File: config.mk
export PLATFORM = sky130hd
export DESIGN_NAME = key_change_delta_encoder_unit
export DESIGN_NICKNAME = d
export VERILOG_FILES = /design/src/hw/rtl/kcde_pkg.sv /design/src/hw/rtl/kcde_queue.sv /design/src/hw/rtl/kcde_front.sv /design/src/hw/rtl/kcde_back.sv /design/src/hw/rtl/key_change_delta_encoder_unit.sv
export SDC_FILE = /design/constraint.sdc
export NUM_CORES = 1
export LEC_CHECK = 0
export ABC_AREA = 1
export BUFFER_PORTS_ARGS = -buffer_cell sky130_fd_sc_hd__buf_2
export CORE_ASPECT_RATIO = 2
export CORE_UTILIZATION = 55
export DETAILED_ROUTE_END_ITERATION = 8
export HOLD_SLACK_MARGIN = 0.02
export PLACE_DENSITY = 0.78
export SETUP_SLACK_MARGIN = 0.2
export SLEW_MARGIN = 20
export SYNTH_ARGS = -nofsm -noshare
export SYNTH_HDL_FRONTEND = slang
export SYNTH_SLANG_ARGS = --single-unit
export TNS_END_PERCENT = 5
File: constraint.sdc
create_clock -name clk -period 5.45 [get_ports clk]
set_input_delay 1.3625 -clock clk [delete_from_list [all_inputs] [get_ports clk]]
set_output_delay 1.3625 -clock clk [all_outputs]
set_load 0.05 [all_outputs]
File: src/hw/rtl/kcde_pkg.sv
// ----------------------------------------------------------------------------
// kcde_pkg
// Shared types and constants of the key change delta encoder: the frame and
// codeword payloads and the job entry handed from the front to the back.
// ----------------------------------------------------------------------------
package kcde_pkg;

	// Fixed field widths of the frame and codeword payloads.
	localparam int PLAYER_W  = 2;
	localparam int KEYS_W    = 10;
	localparam int WORD_W    = 32;
	localparam int CODE_W    = 32;
	localparam int LEN_W     = 6;
	localparam int KEY_IDX_W = $clog2(KEYS_W);

	// Defaults of the top level parameters.
	localparam int NUM_KEYS_DEF    = 10;
	localparam int INDEX_BITS_DEF  = 4;
	localparam int NUM_PLAYERS_DEF = 4;

	// Codeword lengths of the end marker and the raw movement words.
	localparam logic [LEN_W-1:0] END_LEN  = LEN_W'(1);
	localparam logic [LEN_W-1:0] WORD_LEN = LEN_W'(WORD_W);

	// Depth of the job queue between front and back.
	localparam int QUEUE_DEPTH = 2;
	localparam int QPTR_W      = $clog2(QUEUE_DEPTH);

	// One input frame.
	typedef struct packed {
		logic [PLAYER_W-1:0] player;
		logic [KEYS_W-1:0]   keys;
		logic [WORD_W-1:0]   x_bits;
		logic [WORD_W-1:0]   y_bits;
	} frame_t;

	// One emitted codeword.
	typedef struct packed {
		logic [CODE_W-1:0] code;
		logic [LEN_W-1:0]  code_len;
		logic              last;
	} code_word_t;

	// Classified frame: the changed keys and the raw words to pass through.
	typedef struct packed {
		logic [KEYS_W-1:0] diff;
		logic [WORD_W-1:0] x_bits;
		logic [WORD_W-1:0] y_bits;
	} job_t;

endpackage

File: src/hw/rtl/kcde_queue.sv
// ----------------------------------------------------------------------------
// kcde_queue
// Small first-in first-out queue of jobs between the front and the back.
// ----------------------------------------------------------------------------
module kcde_queue (
	input  logic          clk,
	input  logic          arst_n,
	input  logic          push,
	input  kcde_pkg::job_t push_job,
	output logic          full,
	input  logic          pop,
	output kcde_pkg::job_t head,
	output logic          not_empty
);
	import kcde_pkg::*;

	localparam int CNT_W = $clog2(QUEUE_DEPTH + 1);

	job_t              entries_q [QUEUE_DEPTH];
	logic [QPTR_W-1:0] wr_ptr_q;
	logic [QPTR_W-1:0] rd_ptr_q;
	logic [CNT_W-1:0]  count_q;
	logic              do_push;
	logic              do_pop;

	assign full      = (count_q == CNT_W'(QUEUE_DEPTH));
	assign not_empty = (count_q != '0);
	assign head      = entries_q[rd_ptr_q];
	assign do_push   = push && !full;
	assign do_pop    = pop && not_empty;

	// Entry storage, written at the tail.
	always_ff @(posedge clk) begin
		if (do_push) begin
			entries_q[wr_ptr_q] <= push_job;
		end
	end

	// Pointers and fill count.
	always_ff @(posedge clk or negedge arst_n) begin
		if (!arst_n) begin
			wr_ptr_q <= '0;
			rd_ptr_q <= '0;
			count_q  <= '0;
		end else begin
			if (do_push) begin
				wr_ptr_q <= (wr_ptr_q == QPTR_W'(QUEUE_DEPTH - 1)) ? '0 : wr_ptr_q + 1'b1;
			end
			if (do_pop) begin
				rd_ptr_q <= (rd_ptr_q == QPTR_W'(QUEUE_DEPTH - 1)) ? '0 : rd_ptr_q + 1'b1;
			end
			if (do_push && !do_pop) begin
				count_q <= count_q + 1'b1;
			end else if (do_pop && !do_push) begin
				count_q <= count_q - 1'b1;
			end
		end
	end

endmodule

File: src/hw/rtl/kcde_front.sv
// ----------------------------------------------------------------------------
// kcde_front
// Accepts frames, compares the key bitmap with the stored bitmap of the
// player, updates that bitmap and hands the changed keys to the queue.
// ----------------------------------------------------------------------------
module kcde_front #(
	parameter int NUM_KEYS    = kcde_pkg::NUM_KEYS_DEF,
	parameter int NUM_PLAYERS = kcde_pkg::NUM_PLAYERS_DEF
) (
	input  logic             clk,
	input  logic             arst_n,
	input  logic             frame_valid,
	output logic             frame_ready,
	input  kcde_pkg::frame_t frame,
	input  logic             q_full,
	output logic             q_push,
	output kcde_pkg::job_t   q_job
);
	import kcde_pkg::*;

	// Only keys that exist both in the field and in the configuration count.
	localparam int ACT_KEYS = (NUM_KEYS < KEYS_W) ? NUM_KEYS : KEYS_W;
	localparam int PIDX_W   = (NUM_PLAYERS > 1) ? $clog2(NUM_PLAYERS) : 1;

	logic [ACT_KEYS-1:0] last_keys_q [NUM_PLAYERS];
	logic [PLAYER_W-1:0] player_mod;
	logic [PIDX_W-1:0]   pidx;
	logic [ACT_KEYS-1:0] now_keys;
	logic [ACT_KEYS-1:0] diff;
	logic                accept;

	assign frame_ready = !q_full;
	assign accept      = frame_valid && frame_ready;
	assign q_push      = accept;

	// Wrap an out of range player index by repeated subtraction.
	always_comb begin
		player_mod = frame.player;
		for (int i = 0; i < (1 << PLAYER_W) - 1; i++) begin
			if (int'(player_mod) >= NUM_PLAYERS) begin
				player_mod = player_mod - PLAYER_W'(NUM_PLAYERS);
			end
		end
	end

	assign pidx     = PIDX_W'(player_mod);
	assign now_keys = frame.keys[ACT_KEYS-1:0];
	assign diff     = now_keys ^ last_keys_q[pidx];

	// Job for the back: changed keys and the raw movement words.
	always_comb begin
		q_job        = '0;
		q_job.diff   = KEYS_W'(diff);
		q_job.x_bits = frame.x_bits;
		q_job.y_bits = frame.y_bits;
	end

	// Stored key bitmap of every player.
	always_ff @(posedge clk or negedge arst_n) begin
		if (!arst_n) begin
			for (int p = 0; p < NUM_PLAYERS; p++) begin
				last_keys_q[p] <= '0;
			end
		end else if (accept) begin
			last_keys_q[pidx] <= now_keys;
		end
	end

endmodule

File: src/hw/rtl/kcde_back.sv
// ----------------------------------------------------------------------------
// kcde_back
// Walks the queue head job and emits one codeword per cycle unless stalled:
// change codewords in ascending key order, the end bit, then x and y.
// ----------------------------------------------------------------------------
module kcde_back #(
	parameter int INDEX_BITS = kcde_pkg::INDEX_BITS_DEF
) (
	input  logic                 clk,
	input  logic                 arst_n,
	input  logic                 q_not_empty,
	input  kcde_pkg::job_t       q_head,
	output logic                 q_pop,
	output logic                 code_valid,
	input  logic                 code_ready,
	output kcde_pkg::code_word_t code_word
);
	import kcde_pkg::*;

	typedef enum logic [2:0] {
		PH_SCAN = 3'b001,
		PH_X    = 3'b010,
		PH_Y    = 3'b100
	} phase_t;

	phase_t             phase_q;
	logic [KEYS_W-1:0]  done_q;
	logic               out_valid_q;
	code_word_t         out_word_q;
	logic [KEYS_W-1:0]  rem;
	logic [KEYS_W-1:0]  low_bit;
	logic [KEY_IDX_W-1:0] low_idx;
	logic               adv;
	code_word_t         next_word;

	assign code_valid = out_valid_q;
	assign code_word  = out_word_q;

	// Emit when a job waits and the output register is free or drains.
	assign adv   = q_not_empty && (!out_valid_q || code_ready);
	assign q_pop = adv && (phase_q == PH_Y);

	// Lowest key that still has to be reported.
	assign rem     = q_head.diff & ~done_q;
	assign low_bit = rem & (~rem + 1'b1);

	always_comb begin
		low_idx = '0;
		for (int i = KEYS_W - 1; i >= 0; i--) begin
			if (rem[i]) begin
				low_idx = KEY_IDX_W'(i);
			end
		end
	end

	// Codeword for the current phase.
	always_comb begin
		next_word = '0;
		case (phase_q)
			PH_SCAN: begin
				if (rem != '0) begin
					next_word.code[INDEX_BITS]     = 1'b1;
					next_word.code[INDEX_BITS-1:0] = INDEX_BITS'(low_idx);
					next_word.code_len             = LEN_W'(INDEX_BITS + 1);
				end else begin
					next_word.code_len = END_LEN;
				end
			end
			PH_X: begin
				next_word.code     = q_head.x_bits;
				next_word.code_len = WORD_LEN;
			end
			PH_Y: begin
				next_word.code     = q_head.y_bits;
				next_word.code_len = WORD_LEN;
				next_word.last     = 1'b1;
			end
			default: begin
				next_word = '0;
			end
		endcase
	end

	// Phase sequence and the mask of keys already reported.
	always_ff @(posedge clk or negedge arst_n) begin
		if (!arst_n) begin
			phase_q <= PH_SCAN;
			done_q  <= '0;
		end else if (adv) begin
			case (phase_q)
				PH_SCAN: begin
					if (rem != '0) begin
						done_q <= done_q | low_bit;
					end else begin
						phase_q <= PH_X;
					end
				end
				PH_X: begin
					phase_q <= PH_Y;
				end
				PH_Y: begin
					phase_q <= PH_SCAN;
					done_q  <= '0;
				end
				default: begin
					phase_q <= PH_SCAN;
					done_q  <= '0;
				end
			endcase
		end
	end

	// Output register valid flag.
	always_ff @(posedge clk or negedge arst_n) begin
		if (!arst_n) begin
			out_valid_q <= 1'b0;
		end else if (adv) begin
			out_valid_q <= 1'b1;
		end else if (code_ready) begin
			out_valid_q <= 1'b0;
		end
	end

	// Output register payload.
	always_ff @(posedge clk) begin
		if (adv) begin
			out_word_q <= next_word;
		end
	end

endmodule

File: src/hw/rtl/key_change_delta_encoder_unit.sv
// ----------------------------------------------------------------------------
// key_change_delta_encoder_unit
// Encodes each player frame as change codewords for the keys that differ
// from the player's previous bitmap, an end bit and the two raw words.
//
//   Channel   Direction  Word         Handshake
//   frame     in         frame_t      frame_valid / frame_ready
//   code      out        code_word_t  code_valid / code_ready
//
// A frame with n changed keys yields n + 3 codewords, which the back emits
// one per cycle while the code side takes them.
// The front takes one frame per cycle while the two-entry job queue has room.
// Reset clears the stored bitmaps, empties the queue and clears the output valid flag.
// A stall on the code side fills the queue and then holds off frames.
// ----------------------------------------------------------------------------
module key_change_delta_encoder_unit #(
	parameter int NUM_KEYS    = kcde_pkg::NUM_KEYS_DEF,
	parameter int INDEX_BITS  = kcde_pkg::INDEX_BITS_DEF,
	parameter int NUM_PLAYERS = kcde_pkg::NUM_PLAYERS_DEF
) (
	input  logic                 clk,
	input  logic                 arst_n,
	input  logic                 frame_valid,
	output logic                 frame_ready,
	input  kcde_pkg::frame_t     frame,
	output logic                 code_valid,
	input  logic                 code_ready,
	output kcde_pkg::code_word_t code_word
);
	import kcde_pkg::*;

	logic q_push;
	logic q_full;
	logic q_pop;
	logic q_not_empty;
	job_t q_job;
	job_t q_head;

	// Front: classify the frame and update the stored bitmap.
	kcde_front #(
		.NUM_KEYS    (NUM_KEYS),
		.NUM_PLAYERS (NUM_PLAYERS)
	) u_front (
		.clk         (clk),
		.arst_n      (arst_n),
		.frame_valid (frame_valid),
		.frame_ready (frame_ready),
		.frame       (frame),
		.q_full      (q_full),
		.q_push      (q_push),
		.q_job       (q_job)
	);

	// Job queue between front and back.
	kcde_queue u_queue (
		.clk       (clk),
		.arst_n    (arst_n),
		.push      (q_push),
		.push_job  (q_job),
		.full      (q_full),
		.pop       (q_pop),
		.head      (q_head),
		.not_empty (q_not_empty)
	);

	// Back: emit the codewords of the head job.
	kcde_back #(
		.INDEX_BITS (INDEX_BITS)
	) u_back (
		.clk         (clk),
		.arst_n      (arst_n),
		.q_not_empty (q_not_empty),
		.q_head      (q_head),
		.q_pop       (q_pop),
		.code_valid  (code_valid),
		.code_ready  (code_ready),
		.code_word   (code_word)
	);

endmodule

==> key figures <==
Synth
  – Mean post-synth cell area: 11.7 um^2
  – Number of instances in the synthesized netlist: 831
  – Compound-Gate Fraction of Synth Area: 7.88%
  – Number of warning messages in the yosys log: 0
  – Fraction of the mapped netlist area in simple logic gates: 15.4%
  – Async set or reset register ratio after synthesis: 24.0%
  – Primary flip-flop cell chosen by synthesis mapping: sky130_fd_sc_hd__edfxtp_1
  – Number of synthesized flops with an enable pin: 184
  – Multiplexer share of the synthesized area: 0%
  – Number of flip-flops and latches in the synthesized netlist: 242
  – Number of different library cells in the post-synthesis netlist: 40
  – Post-synthesis sequential area ratio: 71.5%
  – Combinational family with the most area after synthesis: simple AND/OR/NAND/NOR gates
  – Area share of fa/ha/maj cells after synthesis: 0.128%
  – Xor-xnor portion of the synthesized cell area: 1.17%
  – Combined area of all synthesized cells: 0.00976 mm^2

CTS
  – Number of buffers added to fix hold violations after cts: 0
  – CTS tree: yes
  – Gates resized, CTS repair: 0
  – CTS Sinks: 242
  – Maximum clock path buffer count: 3
  – Clk Latency, worst-skew pair: 0.50 ns
  – Clock slew seen by the registers of the worst setup and hold paths: 0.07 ns
  – Root Buffer: sky130_fd_sc_hd__clkbuf_16
  – CTS HTree Levels: 1
  – Number of buffers added by the clock tree synthesis step: 20
  – Post-CTS setup repair buffer count: 0

STA
  – Final min period: 3.12 ns
  – Hold violation count in the final report: 0
  – Setup repair after global routing missed its margin: no
  – TNS Setup: 0 ns
  – Number of failing setup endpoints in the final timing report: 0
  – Post-route clock period utilization: 57.2%
  – Maximum clock frequency: 0.321 GHz
  – Max-slew headroom: 31.6%
  – Final max-slew violation count: 0
  – Final clock skew: 0.0171 ns
  – Least-Margin Pin Slew: 1.03 ns

Final layout
  – Most common cell after layout, fill and taps aside: sky130_fd_sc_hd__nand2_1
  – Fill count: 1,326
  – Post-Layout Cell Count: 1,165
  – Synth-to-layout area growth: 13.9%
  – Final-stage net count: 1,021
  – Fraction of layout instances using a drive strength above 1: 19.7%
  – Most frequent cells in the layout: sky130_fd_sc_hd__nand2_1 (309), sky130_fd_sc_hd__edfxtp_1 (184), sky130_fd_sc_hd__buf_2 (117), sky130_fd_sc_hd__dfrtp_1 (56), sky130_fd_sc_hd__o21ai_0 (50)

Global routing
  – Maximum number of pins on one net before global-route repair: 77
  – First-pass GRT wire length: 29.7 mm
  – Number of antenna violations at the first check in global routing: 1
  – Total global routing track utilization: 21.5%
  – Number of global-route vias before repair: 6,043
  – Remaining Overflow, GRT: 0

Floorplanning
  – Ports: 121
  – Effective utilization at floorplan: 56.5%
  – DIE HEIGHT: 190 um
  – Floorplan core area: 0.0173 mm^2
  – FP Rows: 68
  – Die area: 0.0183 mm^2
  – X dimension of the die: 96.2 um

Routing
  – Routed wirelength normalized by instance count: 16.5 um
  – Vias per cell: 5.34
  – DRT iter0 DRCs: 359
  – DR DRC count: 0
  – Post-detailed-routing wire length: 19.2 mm
  – Detailed-router iteration count before antenna repair: 4
  – ANT nets after route: 0
  – Vias after detailed routing: 6,225

Power
  – Combinational share of power: 33.0%
  – Leak pwr: 4.83 nW
  – Power share of the sequential group: 46.0%
  – Fraction of power spent switching nets: 37.8%
  – Worst-case vdd ir drop: 371 uV
  – Psw: 0.00239 W
  – Share of power burned in the clock network: 21.0%
  – Internal portion of total power: 0.00393 W
  – Total power per unit cell area: 569 mW/mm^2

Place
  – Number of input and output port buffers inserted: 117
  – Detailed placement HPWL: 12.1 mm
  – Placer congestion estimate: 0.831
  – Placed insts: 1,128

Worst setup path
  – Worst Path Arrival: 3.52 ns
  – Path type of the worst setup path: flip-flop to flip-flop
  – Required time of the critical path: 5.85 ns
  – Kind of end point of the critical path: flip-flop
  – Nature of the critical path startpoint: flip-flop
  – CP Max Fanout: 44

Flow run
  – # Max-Cap Violations: 0

Min path
  – Worst min-delay path category: flip-flop to flip-flop

Outcome
  – Status: finished, final reports clean
power groups by stage:
stage / sequential (W) / combinational (W) / clock (W)
after global routing: 0.00296 / 0.00231 / 0.00141
after floorplan: 0.00340 / 0.00113 / 0
after CTS: 0.00291 / 0.00211 / 0.00135
final: 0.00291 / 0.00209 / 0.00133
after detailed placement: 0.00294 / 0.00210 / 0
after global placement: 0.00292 / 0.00205 / 0
worst max-delay path: stages, from the launching register on:
cell and delay, ns:
sky130_fd_sc_hd__dfrtp_2 0.41, sky130_fd_sc_hd__inv_2 0.61, sky130_fd_sc_hd__buf_4 0.46, sky130_fd_sc_hd__nand2_1 0.12, sky130_fd_sc_hd__nand3_1 0.19, sky130_fd_sc_hd__nand2_1 0.17, sky130_fd_sc_hd__nor2_4 0.25, sky130_fd_sc_hd__nand4_2 0.17
sky130_fd_sc_hd__nand3_2 0.46, sky130_fd_sc_hd__nand2_2 0.10, sky130_fd_sc_hd__o21ai_2 0.08
layer usage:
metal	vias up	track usage (%)	share of wire, %
met5	-	0	0
met4	0	7.81	3.0
met3	43	2.63	4.2
met2	176	40.9	57
met1	2986	23.5	36
li1	3020	-	-
through the flow:
step	utilization, %	hold WS [ns]	setup slack, ns	power (W)	instance area (um^2)
3_3_place_gp	60.9	0.467	2.00	0.00497	10500
6_report	64.4	0.485	2.33	0.00632	11100
3_5_place_dp	60.9	0.474	1.97	0.00504	10500
4_1_cts	64.3	0.489	2.33	0.00636	11100
2_1_floorplan	-	0.453	0.357	0.00453	9770
5_1_grt	64.4	0.508	2.06	0.00669	11100
flip-flops by register name, summed over array words and instances, names as in the netlist:
| register | cells |
|---|---|
| u_back.done_q | 10 |
| u_front.last_keys_q | 40 |
| u_queue.count_q | 2 |
| u_queue.wr_ptr_q | 1 |
| u_queue.rd_ptr_q | 1 |
| u_back.phase_q | 3 |
| u_queue.entries_q | 148 |
| u_back.code_valid | 1 |
| u_back.code_word | 36 |
Yosys cell counts, types with 2 or more instances:
cell / count / area, um^2
sky130_fd_sc_hd__a21oi_1: 4 / 20.0
sky130_fd_sc_hd__a22o_1: 28 / 245
sky130_fd_sc_hd__a22oi_1: 17 / 128
sky130_fd_sc_hd__buf_1: 6 / 22.5
sky130_fd_sc_hd__buf_2: 2 / 10.0
sky130_fd_sc_hd__buf_4: 4 / 30.0
sky130_fd_sc_hd__clkbuf_1: 25 / 93.8
sky130_fd_sc_hd__dfrtp_1: 57 / 1430
sky130_fd_sc_hd__edfxtp_1: 184 / 5530
sky130_fd_sc_hd__inv_1: 50 / 188
sky130_fd_sc_hd__nand2_1: 309 / 1160
sky130_fd_sc_hd__nand2_2: 14 / 87.6
sky130_fd_sc_hd__nand3_1: 14 / 70.1
sky130_fd_sc_hd__nand3b_1: 2 / 15.0
sky130_fd_sc_hd__nor2_1: 20 / 75.1
sky130_fd_sc_hd__o21ai_0: 50 / 250
sky130_fd_sc_hd__o21ai_1: 2 / 10.0
sky130_fd_sc_hd__o21ai_2: 10 / 87.6
sky130_fd_sc_hd__xnor2_1: 2 / 17.5
sky130_fd_sc_hd__xor2_1: 11 / 96.3
final timing paths:
check | from | end | slack, ns | cells after the start
min in group asynchronous | arst_n | u_front.last_keys_q[21]$_DFFE_PN0P_ | 1.00 | 2
max reg2reg | u_queue.rd_ptr_q$_DFFE_PN0P_ | u_back.done_q[1]$_DFFE_PN0P_ | 2.33 | 10
min reg2reg | u_front.last_keys_q[35]$_DFFE_PN0P_ | u_front.last_keys_q[35]$_DFFE_PN0P_ | 0.49 | 2
min | u_front.last_keys_q[35]$_DFFE_PN0P_ | u_front.last_keys_q[35]$_DFFE_PN0P_ | 0.49 | 2
max in group asynchronous | arst_n | u_queue.rd_ptr_q$_DFFE_PN0P_ | 3.94 | 2
max | u_queue.rd_ptr_q$_DFFE_PN0P_ | u_back.done_q[1]$_DFFE_PN0P_ | 2.33 | 10
cell families (layout without fill, tap and decap cells):
group | Yosys count | in the layout
simple gates | 369 | 369
flops | 242 | 242
compound gates | 115 | 115
buf+inv | 90 | 211
xor+xnor | 13 | 13
fa+ha+maj | 1 | 1
other cells | 1 | 4
cell type report:
cell class	count	area (um^2)	share of cell area [%]
diodes	1	2.50	0.0225
inverters	51	191	1.72
well taps	210	263	2.36
repair buffers	124	638	5.74
multi-input cells	501	2440	22.0
clock inverters	6	26.3	0.236
clock buffers	30	572	5.14
flip-flops and latches	242	6980	62.8
Power figures use the tool's default switching activity.
